## src/vcpm_pkg.sv

```systemverilog
`timescale 1ns / 1ps
// ----------------------------------------------------------------------------
// Velocity command priority mux package
// Request codes, selection codes, register map and shared record types.
// ----------------------------------------------------------------------------
package vcpm_pkg;

  localparam int FIELD_W = 16;
  localparam int LIM_W   = 15;
  localparam int STEP_W  = 22;
  localparam int SEL_W   = 3;
  localparam int ADDR_W  = 5;
  localparam int DATA_W  = 32;

  localparam int OUT_DEPTH = 4;
  localparam int PTR_W     = $clog2(OUT_DEPTH);
  localparam int CNT_W     = $clog2(OUT_DEPTH + 1);

  localparam logic [SEL_W-1:0] SEL_ESTOP   = 3'd4;
  localparam logic [SEL_W-1:0] SEL_TIMEOUT = 3'd5;

  localparam logic [LIM_W-1:0]   RST_MAX_LIN   = 15'd4096;
  localparam logic [LIM_W-1:0]   RST_MAX_ANG   = 15'd8192;
  localparam logic [FIELD_W-1:0] RST_LIN_ACCEL = 16'd4194;
  localparam logic [FIELD_W-1:0] RST_ANG_ACCEL = 16'd8389;
  localparam logic [FIELD_W-1:0] RST_TIMEOUT   = 16'd500;

  typedef enum logic [1:0] {
    REQ_CMD   = 2'd0,
    REQ_ESTOP = 2'd1,
    REQ_TICK  = 2'd2
  } vcpm_req_t;

  typedef enum logic [2:0] {
    REG_MAX_LIN   = 3'd0,
    REG_MAX_ANG   = 3'd1,
    REG_LIN_ACCEL = 3'd2,
    REG_ANG_ACCEL = 3'd3,
    REG_TIMEOUT   = 3'd4
  } vcpm_reg_t;

  typedef struct packed {
    logic [LIM_W-1:0]   max_lin;
    logic [LIM_W-1:0]   max_ang;
    logic [FIELD_W-1:0] lin_accel;
    logic [FIELD_W-1:0] ang_accel;
    logic [FIELD_W-1:0] timeout;
  } vcpm_cfg_t;

  typedef struct packed {
    logic               kind;
    logic [FIELD_W-1:0] lin_x;
    logic [FIELD_W-1:0] lin_y;
    logic [FIELD_W-1:0] ang_z;
    logic [SEL_W-1:0]   selected;
    logic               estop_state;
    logic               last;
  } vcpm_result_t;

  typedef struct packed {
    logic [1:0]   n;
    vcpm_result_t first;
    vcpm_result_t second;
  } vcpm_push_t;

endpackage

```

## src/vcpm_cfg_regs.sv

```systemverilog
`timescale 1ns / 1ps
// ----------------------------------------------------------------------------
// Velocity command priority mux register file
// Limit, slew and timeout registers behind the configuration port.
// ----------------------------------------------------------------------------
module vcpm_cfg_regs (
  input  logic                         clk,
  input  logic                         rst_n,
  input  logic                         psel,
  input  logic                         penable,
  input  logic                         pwrite,
  input  logic [vcpm_pkg::ADDR_W-1:0]  paddr,
  input  logic [vcpm_pkg::DATA_W-1:0]  pwdata,
  output logic [vcpm_pkg::DATA_W-1:0]  prdata,
  output vcpm_pkg::vcpm_cfg_t          cfg
);

  vcpm_pkg::vcpm_cfg_t cfg_r;
  vcpm_pkg::vcpm_reg_t reg_sel;
  logic                wr_en;

  assign reg_sel = vcpm_pkg::vcpm_reg_t'(paddr[vcpm_pkg::ADDR_W-1:2]);
  assign wr_en   = psel && penable && pwrite;
  assign cfg     = cfg_r;

  always_ff @(posedge clk) begin
    if (!rst_n) begin
      cfg_r.max_lin   <= vcpm_pkg::RST_MAX_LIN;
      cfg_r.max_ang   <= vcpm_pkg::RST_MAX_ANG;
      cfg_r.lin_accel <= vcpm_pkg::RST_LIN_ACCEL;
      cfg_r.ang_accel <= vcpm_pkg::RST_ANG_ACCEL;
      cfg_r.timeout   <= vcpm_pkg::RST_TIMEOUT;
    end else if (wr_en) begin
      case (reg_sel)
        vcpm_pkg::REG_MAX_LIN:   cfg_r.max_lin   <= pwdata[vcpm_pkg::LIM_W-1:0];
        vcpm_pkg::REG_MAX_ANG:   cfg_r.max_ang   <= pwdata[vcpm_pkg::LIM_W-1:0];
        vcpm_pkg::REG_LIN_ACCEL: cfg_r.lin_accel <= pwdata[vcpm_pkg::FIELD_W-1:0];
        vcpm_pkg::REG_ANG_ACCEL: cfg_r.ang_accel <= pwdata[vcpm_pkg::FIELD_W-1:0];
        vcpm_pkg::REG_TIMEOUT:   cfg_r.timeout   <= pwdata[vcpm_pkg::FIELD_W-1:0];
        default: begin
        end
      endcase
    end
  end

  always_comb begin
    case (reg_sel)
      vcpm_pkg::REG_MAX_LIN:   prdata = vcpm_pkg::DATA_W'(cfg_r.max_lin);
      vcpm_pkg::REG_MAX_ANG:   prdata = vcpm_pkg::DATA_W'(cfg_r.max_ang);
      vcpm_pkg::REG_LIN_ACCEL: prdata = vcpm_pkg::DATA_W'(cfg_r.lin_accel);
      vcpm_pkg::REG_ANG_ACCEL: prdata = vcpm_pkg::DATA_W'(cfg_r.ang_accel);
      vcpm_pkg::REG_TIMEOUT:   prdata = vcpm_pkg::DATA_W'(cfg_r.timeout);
      default:                 prdata = '0;
    endcase
  end

endmodule

```

## src/vcpm_out_fifo.sv

```systemverilog
`timescale 1ns / 1ps
// ----------------------------------------------------------------------------
// Velocity command priority mux output queue
// Small result queue that takes up to two words per cycle and drains one while out_tready is high.
// ----------------------------------------------------------------------------
module vcpm_out_fifo (
  input  logic                         clk,
  input  logic                         rst_n,
  input  vcpm_pkg::vcpm_push_t         push,
  input  logic                         out_tready,
  output logic                         out_tvalid,
  output vcpm_pkg::vcpm_result_t       head,
  output logic [vcpm_pkg::CNT_W-1:0]   free
);

  vcpm_pkg::vcpm_result_t            mem_r [vcpm_pkg::OUT_DEPTH];
  logic [vcpm_pkg::PTR_W-1:0]        wr_ptr_r;
  logic [vcpm_pkg::PTR_W-1:0]        wr_ptr_p1;
  logic [vcpm_pkg::PTR_W-1:0]        rd_ptr_r;
  logic [vcpm_pkg::CNT_W-1:0]        count_r;
  logic                              pop;

  assign pop        = (count_r != '0) && out_tready;
  assign out_tvalid = (count_r != '0);
  assign head       = mem_r[rd_ptr_r];
  assign free       = vcpm_pkg::CNT_W'(vcpm_pkg::OUT_DEPTH) - count_r;
  assign wr_ptr_p1  = wr_ptr_r + vcpm_pkg::PTR_W'(1);

  always_ff @(posedge clk) begin
    if (!rst_n) begin
      wr_ptr_r <= '0;
      rd_ptr_r <= '0;
      count_r  <= '0;
    end else begin
      wr_ptr_r <= wr_ptr_r + vcpm_pkg::PTR_W'(push.n);
      if (pop) begin
        rd_ptr_r <= rd_ptr_r + vcpm_pkg::PTR_W'(1);
      end
      count_r <= count_r + vcpm_pkg::CNT_W'(push.n) - vcpm_pkg::CNT_W'(pop);
    end
  end

  always_ff @(posedge clk) begin
    if (push.n != 2'd0) begin
      mem_r[wr_ptr_r] <= push.first;
    end
    if (push.n == 2'd2) begin
      mem_r[wr_ptr_p1] <= push.second;
    end
  end

endmodule

```

## src/velocity_command_priority_mux.sv

```systemverilog
`timescale 1ns / 1ps
// ----------------------------------------------------------------------------
// Velocity command priority mux
// Priority selection of four velocity sources with timeout, limits and slew.
// ----------------------------------------------------------------------------
// The block takes one input word per clock and delivers its results through
// the input register and a four-word output queue. A source command gives no
// output, a tick gives one word, and an emergency stop event gives one word,
// or two when it activates the stop. The slew steps are multiplied while the
// word is captured in the input register, and selection, clamping and slew
// limiting act on the word while it is held there. in_tready stays high while
// the queue has room for the words of the held item, so with out_tready high
// the rate is one word per cycle; each activating emergency stop queues one extra word.
module velocity_command_priority_mux #(
  parameter int NUM_SOURCES = 4,
  parameter int VEL_WIDTH   = 16
) (
  input  logic                         clk,
  input  logic                         rst_n,
  // in_tdata: source_index[1:0], cmd_lin_x[17:2], cmd_lin_y[33:18],
  // cmd_ang_z[49:34], estop_value[50], elapsed_ms[66:51], zero fill.
  input  logic                         in_tvalid,
  output logic                         in_tready,
  input  logic [71:0]                  in_tdata,
  // in_tuser: req_type[1:0].
  input  logic [1:0]                   in_tuser,
  // out_tdata: out_lin_x[15:0], out_lin_y[31:16], out_ang_z[47:32],
  // selected[50:48], estop_state[51], zero fill.
  output logic                         out_tvalid,
  input  logic                         out_tready,
  output logic [55:0]                  out_tdata,
  // out_tuser: result_kind[0].
  output logic [0:0]                   out_tuser,
  output logic                         out_tlast,
  input  logic                         cfg_psel,
  input  logic                         cfg_penable,
  input  logic                         cfg_pwrite,
  input  logic [vcpm_pkg::ADDR_W-1:0]  cfg_paddr,
  input  logic [vcpm_pkg::DATA_W-1:0]  cfg_pwdata,
  output logic [vcpm_pkg::DATA_W-1:0]  cfg_prdata,
  output logic                         cfg_pready
);

  localparam int SRC_W = $clog2(NUM_SOURCES);
  localparam int DW    = VEL_WIDTH + 1;
  localparam int CW    = (DW > vcpm_pkg::STEP_W) ? DW : vcpm_pkg::STEP_W;
  localparam int LW    = ((VEL_WIDTH > vcpm_pkg::LIM_W) ? VEL_WIDTH : vcpm_pkg::LIM_W) + 1;
  localparam int FW    = vcpm_pkg::FIELD_W;

  typedef logic signed [VEL_WIDTH-1:0] vel_t;

  function automatic vel_t to_vel(input logic [FW-1:0] v);
    return vel_t'(VEL_WIDTH'(v));
  endfunction

  function automatic logic [FW-1:0] to_port(input vel_t v);
    logic [VEL_WIDTH-1:0] u;
    u = v;
    return FW'(u);
  endfunction

  function automatic vel_t clamp_sym(input vel_t v, input logic [vcpm_pkg::LIM_W-1:0] lim);
    logic signed [LW-1:0] l;
    logic signed [LW-1:0] top;
    logic signed [LW-1:0] ve;
    logic signed [LW-1:0] r;
    l   = signed'(LW'(lim));
    top = signed'(LW'((64'd1 << (VEL_WIDTH - 1)) - 64'd1));
    ve  = LW'(v);
    if (l > top) begin
      l = top;
    end
    if (ve > l) begin
      r = l;
    end else if (ve < -l) begin
      r = -l;
    end else begin
      r = ve;
    end
    return vel_t'(r[VEL_WIDTH-1:0]);
  endfunction

  function automatic vel_t slew(input vel_t target, input vel_t last,
                                input logic [vcpm_pkg::STEP_W-1:0] step);
    logic signed [DW-1:0] d;
    logic        [DW-1:0] ad;
    logic signed [DW-1:0] st;
    logic signed [DW-1:0] r;
    d  = DW'(target) - DW'(last);
    ad = d[DW-1] ? DW'(-d) : DW'(d);
    st = signed'(DW'(step));
    if (CW'(ad) <= CW'(step)) begin
      r = DW'(target);
    end else if (d[DW-1]) begin
      r = DW'(last) - st;
    end else begin
      r = DW'(last) + st;
    end
    return vel_t'(r[VEL_WIDTH-1:0]);
  endfunction

  vcpm_pkg::vcpm_cfg_t     cfg;
  vcpm_pkg::vcpm_push_t    push;
  vcpm_pkg::vcpm_result_t  head;
  logic [vcpm_pkg::CNT_W-1:0] free;

  logic [FW-1:0]           elapsed;
  logic [FW-1:0]           dt_in;
  logic [31:0]             lin_prod;
  logic [31:0]             ang_prod;

  logic                    in_valid_r;
  vcpm_pkg::vcpm_req_t     req_r;
  logic [1:0]              src_r;
  vel_t                    in_x_r;
  vel_t                    in_y_r;
  vel_t                    in_z_r;
  logic                    in_estop_r;
  logic [FW-1:0]           dt_r;
  logic [vcpm_pkg::STEP_W-1:0] lin_step_r;
  logic [vcpm_pkg::STEP_W-1:0] ang_step_r;

  vel_t                    cmd_x_r [NUM_SOURCES];
  vel_t                    cmd_y_r [NUM_SOURCES];
  vel_t                    cmd_z_r [NUM_SOURCES];
  logic [NUM_SOURCES-1:0]  valid_r;
  logic [FW-1:0]           age_r   [NUM_SOURCES];
  logic [FW-1:0]           age_nxt [NUM_SOURCES];
  vel_t                    last_x_r;
  vel_t                    last_y_r;
  vel_t                    last_z_r;
  vel_t                    last_x_nxt;
  vel_t                    last_y_nxt;
  vel_t                    last_z_nxt;
  logic                    last_upd;
  logic                    estop_r;

  logic                    src_ok;
  logic [SRC_W-1:0]        src_idx;
  logic                    pick_found;
  logic [SRC_W-1:0]        pick_idx;
  logic [1:0]              need;
  logic                    consume;
  vcpm_pkg::vcpm_result_t  res0;
  vcpm_pkg::vcpm_result_t  res1;

  vcpm_cfg_regs u_cfg (
    .clk     (clk),
    .rst_n   (rst_n),
    .psel    (cfg_psel),
    .penable (cfg_penable),
    .pwrite  (cfg_pwrite),
    .paddr   (cfg_paddr),
    .pwdata  (cfg_pwdata),
    .prdata  (cfg_prdata),
    .cfg     (cfg)
  );

  assign cfg_pready = 1'b1;

  // Input register, with the slew steps computed on the way in.
  assign elapsed  = in_tdata[66:51];
  assign dt_in    = (elapsed == '0) ? FW'(1) : elapsed;
  assign lin_prod = 32'(cfg.lin_accel) * 32'(dt_in);
  assign ang_prod = 32'(cfg.ang_accel) * 32'(dt_in);

  assign in_tready = !in_valid_r || consume;

  always_ff @(posedge clk) begin
    if (!rst_n) begin
      in_valid_r <= 1'b0;
    end else if (in_tready) begin
      in_valid_r <= in_tvalid;
    end
  end

  always_ff @(posedge clk) begin
    if (in_tvalid && in_tready) begin
      req_r      <= vcpm_pkg::vcpm_req_t'(in_tuser);
      src_r      <= in_tdata[1:0];
      in_x_r     <= to_vel(in_tdata[17:2]);
      in_y_r     <= to_vel(in_tdata[33:18]);
      in_z_r     <= to_vel(in_tdata[49:34]);
      in_estop_r <= in_tdata[50];
      dt_r       <= dt_in;
      lin_step_r <= lin_prod[31:10];
      ang_step_r <= ang_prod[31:10];
    end
  end

  // Source ages and priority selection.
  assign src_ok  = (32'(src_r) < NUM_SOURCES);
  assign src_idx = SRC_W'(src_r);

  always_comb begin
    logic [FW:0] sum;
    for (int i = 0; i < NUM_SOURCES; i++) begin
      sum        = {1'b0, age_r[i]} + {1'b0, dt_r};
      age_nxt[i] = sum[FW] ? '1 : sum[FW-1:0];
    end
  end

  always_comb begin
    pick_found = 1'b0;
    pick_idx   = '0;
    for (int i = NUM_SOURCES - 1; i >= 0; i--) begin
      if (valid_r[i] && (age_nxt[i] <= cfg.timeout)) begin
        pick_found = 1'b1;
        pick_idx   = SRC_W'(i);
      end
    end
  end

  // Result words for the held item.
  always_comb begin
    res0       = '0;
    res1       = '0;
    need       = 2'd0;
    last_upd   = 1'b0;
    last_x_nxt = '0;
    last_y_nxt = '0;
    last_z_nxt = '0;
    case (req_r)
      vcpm_pkg::REQ_ESTOP: begin
        res0.kind        = 1'b1;
        res0.estop_state = in_estop_r;
        res0.last        = !in_estop_r;
        res1.selected    = vcpm_pkg::SEL_ESTOP;
        res1.estop_state = 1'b1;
        res1.last        = 1'b1;
        need             = in_estop_r ? 2'd2 : 2'd1;
        last_upd         = in_estop_r;
      end
      vcpm_pkg::REQ_TICK: begin
        need          = 2'd1;
        last_upd      = 1'b1;
        res0.last     = 1'b1;
        res0.estop_state = estop_r;
        if (estop_r) begin
          res0.selected = vcpm_pkg::SEL_ESTOP;
        end else if (!pick_found) begin
          res0.selected = vcpm_pkg::SEL_TIMEOUT;
        end else begin
          last_x_nxt    = slew(clamp_sym(cmd_x_r[pick_idx], cfg.max_lin), last_x_r,
                               lin_step_r);
          last_y_nxt    = slew(clamp_sym(cmd_y_r[pick_idx], cfg.max_lin), last_y_r,
                               lin_step_r);
          last_z_nxt    = slew(clamp_sym(cmd_z_r[pick_idx], cfg.max_ang), last_z_r,
                               ang_step_r);
          res0.lin_x    = to_port(last_x_nxt);
          res0.lin_y    = to_port(last_y_nxt);
          res0.ang_z    = to_port(last_z_nxt);
          res0.selected = vcpm_pkg::SEL_W'(pick_idx);
        end
      end
      default: begin
      end
    endcase
  end

  assign consume     = in_valid_r && (vcpm_pkg::CNT_W'(need) <= free);
  assign push.n      = consume ? need : 2'd0;
  assign push.first  = res0;
  assign push.second = res1;

  always_ff @(posedge clk) begin
    if (!rst_n) begin
      valid_r  <= '0;
      estop_r  <= 1'b0;
      last_x_r <= '0;
      last_y_r <= '0;
      last_z_r <= '0;
      for (int i = 0; i < NUM_SOURCES; i++) begin
        age_r[i] <= '0;
      end
    end else if (consume) begin
      if (last_upd) begin
        last_x_r <= last_x_nxt;
        last_y_r <= last_y_nxt;
        last_z_r <= last_z_nxt;
      end
      case (req_r)
        vcpm_pkg::REQ_CMD: begin
          if (src_ok) begin
            valid_r[src_idx] <= 1'b1;
            age_r[src_idx]   <= '0;
          end
        end
        vcpm_pkg::REQ_ESTOP: begin
          estop_r <= in_estop_r;
        end
        vcpm_pkg::REQ_TICK: begin
          for (int i = 0; i < NUM_SOURCES; i++) begin
            age_r[i] <= age_nxt[i];
          end
        end
        default: begin
        end
      endcase
    end
  end

  always_ff @(posedge clk) begin
    if (consume && (req_r == vcpm_pkg::REQ_CMD) && src_ok) begin
      cmd_x_r[src_idx] <= in_x_r;
      cmd_y_r[src_idx] <= in_y_r;
      cmd_z_r[src_idx] <= in_z_r;
    end
  end

  vcpm_out_fifo u_out (
    .clk        (clk),
    .rst_n      (rst_n),
    .push       (push),
    .out_tready (out_tready),
    .out_tvalid (out_tvalid),
    .head       (head),
    .free       (free)
  );

  assign out_tdata = {4'b0, head.estop_state, head.selected, head.ang_z, head.lin_y,
                      head.lin_x};
  assign out_tuser = head.kind;
  assign out_tlast = head.last;

endmodule

```

## config.mk

```make
export PLATFORM = sky130hd
export DESIGN_NAME = velocity_command_priority_mux
export DESIGN_NICKNAME = d
export VERILOG_FILES = /design/src/vcpm_pkg.sv /design/src/vcpm_cfg_regs.sv /design/src/vcpm_out_fifo.sv /design/src/velocity_command_priority_mux.sv
export SDC_FILE = /design/constraint.sdc
export NUM_CORES = 2
export LEC_CHECK = 0
export BUFFER_PORTS_ARGS = -buffer_cell sky130_fd_sc_hd__clkbuf_2
export CAP_MARGIN = 30
export CORE_UTILIZATION = 38
export DETAILED_ROUTE_END_ITERATION = 16
export PLACE_DENSITY = 0.5
export SETUP_SLACK_MARGIN = 0.5
export SYNTH_ARGS = -nofsm -noshare
export SYNTH_HDL_FRONTEND = slang
export SYNTH_SLANG_ARGS = --single-unit
```

## constraint.sdc

```tcl
create_clock -name clk -period 19.69 [get_ports clk]
set_clock_uncertainty 0.2 [all_clocks]
set_input_delay 1.969 -clock clk [delete_from_list [all_inputs] [get_ports clk]]
set_output_delay 1.969 -clock clk [all_outputs]
set_load 0.005 [all_outputs]
```

# After elaboration in Yosys (flattened, before gate mapping)
# Memory sizes are Yosys's and may differ from the RTL's. A register that Yosys moved wholly into a read port is not among the register bits.
# Index checks and enable logic that the tools add are counted.
[totals] word_cells=195 output_inout_bits=93 ram_bits=472 input_bits=118 ff_bits=252 mem_count=5
[mem_list] name="u_out.mem_r" words=4 word_bits=54 rd=1 rd_clocked_by_memory_dff=1 wr=2 line_no="vcpm_out_fifo.sv:16" text="vcpm_pkg::vcpm_result_t mem_r [vcpm_pkg::OUT_DEPTH];"
[mem_list] name="age_r" words=4 word_bits=16 rd=4 rd_clocked_by_memory_dff=0 wr=4 line_no="velocity_command_priority_mux.sv:127" text="logic [FW-1:0] age_r [NUM_SOURCES];"
[mem_list] name="cmd_x_r" words=4 word_bits=16 rd=1 rd_clocked_by_memory_dff=0 wr=1 line_no="velocity_command_priority_mux.sv:123" text="vel_t cmd_x_r [NUM_SOURCES];"
[mem_list] name="cmd_y_r" words=4 word_bits=16 rd=1 rd_clocked_by_memory_dff=0 wr=1 line_no="velocity_command_priority_mux.sv:124" text="vel_t cmd_y_r [NUM_SOURCES];"
[mem_list] name="cmd_z_r" words=4 word_bits=16 rd=1 rd_clocked_by_memory_dff=0 wr=1 line_no="velocity_command_priority_mux.sv:125" text="vel_t cmd_z_r [NUM_SOURCES];"
[op_classes] n_eq_ne=7 n_mul=2 magnitude_cmp=16 reduce_logical=28 addsub=24 bitwise=5 muxes=85
[op_table] op="$mux 16" n=40
[op_table] op="$mux 48" n=2
[op_table] op="$pmux 16 s5" n=1
[op_table] op="$add 16x16->17" n=4
[op_table] op="$le 17x22->1" n=3
[op_table] op="$le 16x16->1" n=4
[op_table] op="$mul 16x16->32" n=2
[op_table] op="$lt 16x17->1" n=3
[op_table] op="$mux 17" n=3
[op_table] op="$mux 51" n=1
[op_table] op="$neg 17->17" n=3
[op_table] op="$sub 16x16->17" n=3
[op_table] op="$add 16x16->16" n=3
[op_table] op="$gt 16x16->1" n=3
[op_table] op="$sub 16x16->16" n=3
[op_table] op="$neg 15->17" n=2
[op_table] op="$mux 1" n=22
[op_table] op="$mux 2" n=9
[op_table] op="$logic_not 16->1" n=1
[op_table] op="$reduce_and 2->1" n=8
[op_table] op="$reduce_or 16->1" n=1
[op_table] op="$logic_and 1x1->1" n=11
[op_table] op="$pmux 2 s2" n=2
[op_table] op="$eq 3x2->1 const B" n=2
[op_table] op="24 further kinds" n=31

# Depth between registers and ports, before layout
# An unclocked memory read counts as a cell.
[logic_depth] depth_word=24 mapped_depth=64

# By module
# Synthesis repeated with hierarchy kept, for this count alone.
[unflattened] cells_unflattened=6006 hier_area_um2=62138.3
[by_module_without_submodules] mod="velocity_command_priority_mux" seq_area_each_um2=11521.0 area_per_inst_um2=47091.4 instances=1 cells_each=5035
[by_module_without_submodules] mod="vcpm_out_fifo" seq_area_each_um2=6666.4 area_per_inst_um2=11327.1 instances=1 cells_each=578
[by_module_without_submodules] mod="vcpm_cfg_regs" seq_area_each_um2=1561.5 area_per_inst_um2=3719.8 instances=1 cells_each=393

# Worst setup path after synthesis
# No wires, ideal clock.
[synth_timing] path_kind="register -> register" from="reg dt_r[0]" to="mem u_out.mem_r[0][43] (netlist bit)" required_time_ns=19.430 setup_time_ns=0.060 arrival_time_ns=12.700 path_slack_ns=6.730 path_stages_with_launch=57 path_cell_list="edfxtp_1 > ha_1 > fa_1 > a21o_1 > a21oi_1 > o21bai_1 > a21oi_1 > o21bai_1 > a2111oi_0 > o41ai_1 > a21o_1 > a21oi_1 > buf_2 > nand2_1 > ha_1 > nand4_1 > nor3_2 > o211ai_1 > [21 not listed] > nor2_1 > or4_1 > or4_1 > nor4_1 > nand2_1 > nand2_1 > xnor2_1 > ha_1 > a2111oi_0 > o21ai_0 > nor2b_1 > nor3_1 > o21ai_1 > nand2_1 > nor2_1 > a32oi_1 > o21ai_1 > a22o_1"
[synth_lines] element="from (decl)" line_no="velocity_command_priority_mux.sv:119" text="logic [FW-1:0] dt_r;"
[synth_lines] element="from (signal assigned)" line_no="velocity_command_priority_mux.sv:185" text="dt_r <= dt_in;"
[synth_lines] element="to (decl)" line_no="vcpm_out_fifo.sv:16"

==> impl_metrics.csv <==
group,metric,value,unit
global_routing,grt.overflow.total,0,
yosys,synth-compound-area-share,14.33,%
power_and_ir_drop,vdd_drop_max,0.07152,mV
setup_path,cpMostUsedCell,"a21oi_1",
cts,clkSinkCount,726,
route,ant_nets,0,
cts,cts_resized,0,
placed_design,place_ws,2.458,ns
route,vias_per_cell,5.460,
route,drt-pass1-iter-count,5,
global_routing,grt_max_degree,69,
sta,setup_viol_count_final,0,
yosys,synth_edf_count,317,
die,die-area,156000,µm²
sta,grt_setup_unrepaired,"false",
sta,timing.final.ws_setup,2.119,ns
final_layout,nets,7458,
die,die_h,395.0,µm
global_routing,first_global_vias,45629,
sta,timing.fmax,0.05691,GHz
cts,worstSkewPairLatency,0.70,ns
cts,ctsRootBufferMaster,"clkbuf_16",
yosys,synthMuxAreaShare,3.849,%
setup_path,critPathLaunchType,"flop",
placed_design,port_buffers,166,
yosys,synth-simple-area-share,14.99,%
route,routedWlPerCell,22.80,µm
yosys,ys_async_sr_fraction,0,%
cts,postCtsSetupRepairBufs,0,
yosys,synthTopCellsByArea,"edfxtp_1, dfxtp_1, fa_1",
sta,min_period,17.57,ns
final_layout,drive_gt1_share,8.752,%
setup_path,critPathKind,"flop to flop",
setup_path,path_max_fanout,28,
sta,whs,0.2441,ns
yosys,synth_cell_type_count,105,
route,post-route-drc-count,0,
setup_path,arrival,17.90,ns
setup_path,cp-end-kind,"flop",
setup_path,critPathBufInv,4,
yosys,synth_warnings,0,
yosys,syn-cell-area,58680,µm²
die,core-area,152600,µm²
yosys,ys_ff_latch,726,
placed_design,dp_hpwl,144100,µm
power_and_ir_drop,p_leak,27.15,nW
sta,final_max_slew_viol_count,0,
global_routing,grt_antenna_before_repair,4,
setup_path,cpMaxStageDelayCell,"a31oi_2",
sta,fin_crit_sh,89.24,%
cts,cts-buffers-inserted,87,
sta,slew_headroom,24.55,%
sta,fin_setup_tns,0,ns
worst_hold_path,hold_path_class,"flop to flop",
yosys,yosysTopAreaCellShare,16.22,%
cts,tritoncts,"yes",
cts,clk_pin_slew_worst_paths,0.06,ns
route,vias,46228,
global_routing,grt.total_usage,24.61,%
die,dieWidth,395.0,µm
die,start_util,38.45,%
final_layout,finish.utilization,42.27,%
setup_path,crit_required,20.02,ns
yosys,synth_top_family_by_area,"adder cells",
cts,hold_buffers,0,
yosys,synth_top_cell_by_area,"edfxtp_1",
yosys,ys_seq_area_share,30.18,%
power_and_ir_drop,finalPower,5.695,mW
power_and_ir_drop,pwr_density_cell,88.29,nW/µm²
route,drt-total-wl,193000,µm
route,drt_iter0_drc,3545,
yosys,netlist_top_cells_count,"nand2_1, inv_1, ha_1",
setup_path,cp_top_family,"compound AO/OA/AOI/OAI gates",
final_layout,fillers,15087,
die,num_rows,143,
final_layout,syn2layout_area_growth,9.935,%
setup_path,cp_slowest_stage_delay,0.79,ns
global_routing,grt_pass1_wl,290400,µm
cts,cts.path.max_buffers,3,
yosys,synth_xor_area_share,3.979,%
sta,hold_viol,0,
sta,tightestPinTransition,1.132,ns
yosys,synth.most_common_cell,"nand2_1",
status,status,"complete, no violations",
die,ios,211,
yosys,avgSynthCellArea,9.290,µm²
placed_design,gp_congestion,0.9358,
yosys,synth-adder-area-share,26.02,%
flow_run,maxCapViolations,0,
cts,h-tree-depth,3,
yosys,synth_ff_type,"dfxtp_1",
yosys,syn_inst,6316,
worst min-delay path: cells and delay by family (launching register included):
family	cells	cell delay [ns]
AO/OA/AOI/OAI	1	0.05
flip-flops	1	0.32
AND/OR/NAND/NOR	1	0.04
path summary, 6_finish.rpt:
path | cells past startpoint | to | startpoint | slack (ns)
max | 58 | u_out.mem_r[3][35] | dt_r[0] | 2.12
min | 2 | u_out.mem_r[3][26] | u_out.mem_r[3][26] | 0.24
max reg2reg | 58 | u_out.mem_r[3][35] | dt_r[0] | 2.12
min reg2reg | 2 | u_out.mem_r[3][26] | u_out.mem_r[3][26] | 0.24
routing by layer:
metal	track usage (%)	vias up	part of all wire [%]
met4	6.541	2	2.4
li1	-	21810	-
met3	4.321	231	6.7
met5	0	-	0.0047
met2	38.55	1310	44
met1	34.84	22875	47
through the flow:
| step | instances | area [µm²] |
|---|---|---|
| after floorplan | 6335 | 58750 |
| after global placement | 8286 | 61510 |
| after detailed placement | 8297 | 61630 |
| after CTS | 8461 | 64460 |
| after global routing | 8463 | 64500 |
| final | 8467 | 64510 |
layout make-up:
class                   count  area, µm²  area share [%]
clock inverters            51      420.4          0.6517
diodes                      4      10.01         0.01552
repair buffers            265       1644           2.549
well taps                2030       2540           3.938
multi-input cells        4612      37270           57.78
flip-flops and latches    726      17710           27.46
inverters                 666       2500           3.875
clock buffers             113       2409           3.734
report_power, final:
part	internal (mW)	switching [mW]	total, mW
Combinational	0.877	1.38	2.26
Clock	0.912	0.691	1.60
Sequential	1.71	0.125	1.84
sequential cells by signal (all words and copies together), names as in the netlist, 2 cells and up, named ones only:
| register | flops |
|---|---|
| u_out.wr_ptr_r | 2 |
| cmd_x_r | 64 |
| u_out.count_r | 3 |
| u_out.rd_ptr_r | 2 |
| last_x_r | 16 |
| in_y_r | 16 |
| cmd_z_r | 64 |
| cmd_y_r | 64 |
| last_z_r | 16 |
| last_y_r | 16 |
| in_x_r | 16 |
| age_r | 64 |
| u_cfg.cfg | 78 |
| lin_step_r | 22 |
| src_idx | 2 |
| valid_r | 4 |
| in_z_r | 16 |
| ang_step_r | 22 |
| dt_r | 16 |
| u_out.mem_r | 216 |
| req_r | 2 |
placed cells by master, fill, tap and decap left out, types with 87 or more instances in the layout:
cell type,synthesis,final
a21oi_1,294,290
a22o_1,87,87
and2_1,206,205
buf_4,25,88
clkbuf_16,0,90
clkbuf_2,0,166
dfxtp_1,409,407
edfxtp_1,317,317
fa_1,397,397
ha_1,585,585
inv_1,664,663
nand2_1,902,901
nand3_1,92,91
nor2_1,322,318
nor3_1,99,97
o21ai_0,344,343
xnor2_1,199,199
cells by family after synthesis:
| kind of cell | Yosys count |
|---|---|
| AO/OA/AOI/OAI | 1279 |
| XOR/XNOR | 265 |
| adder cells (fa/ha/maj) | 982 |
| buffers and inverters | 997 |
| flip-flops | 726 |
| multiplexers | 154 |
| other | 2 |
| AND/OR/NAND/NOR | 1911 |
No activity file was read; power rests on OpenSTA's default activity.
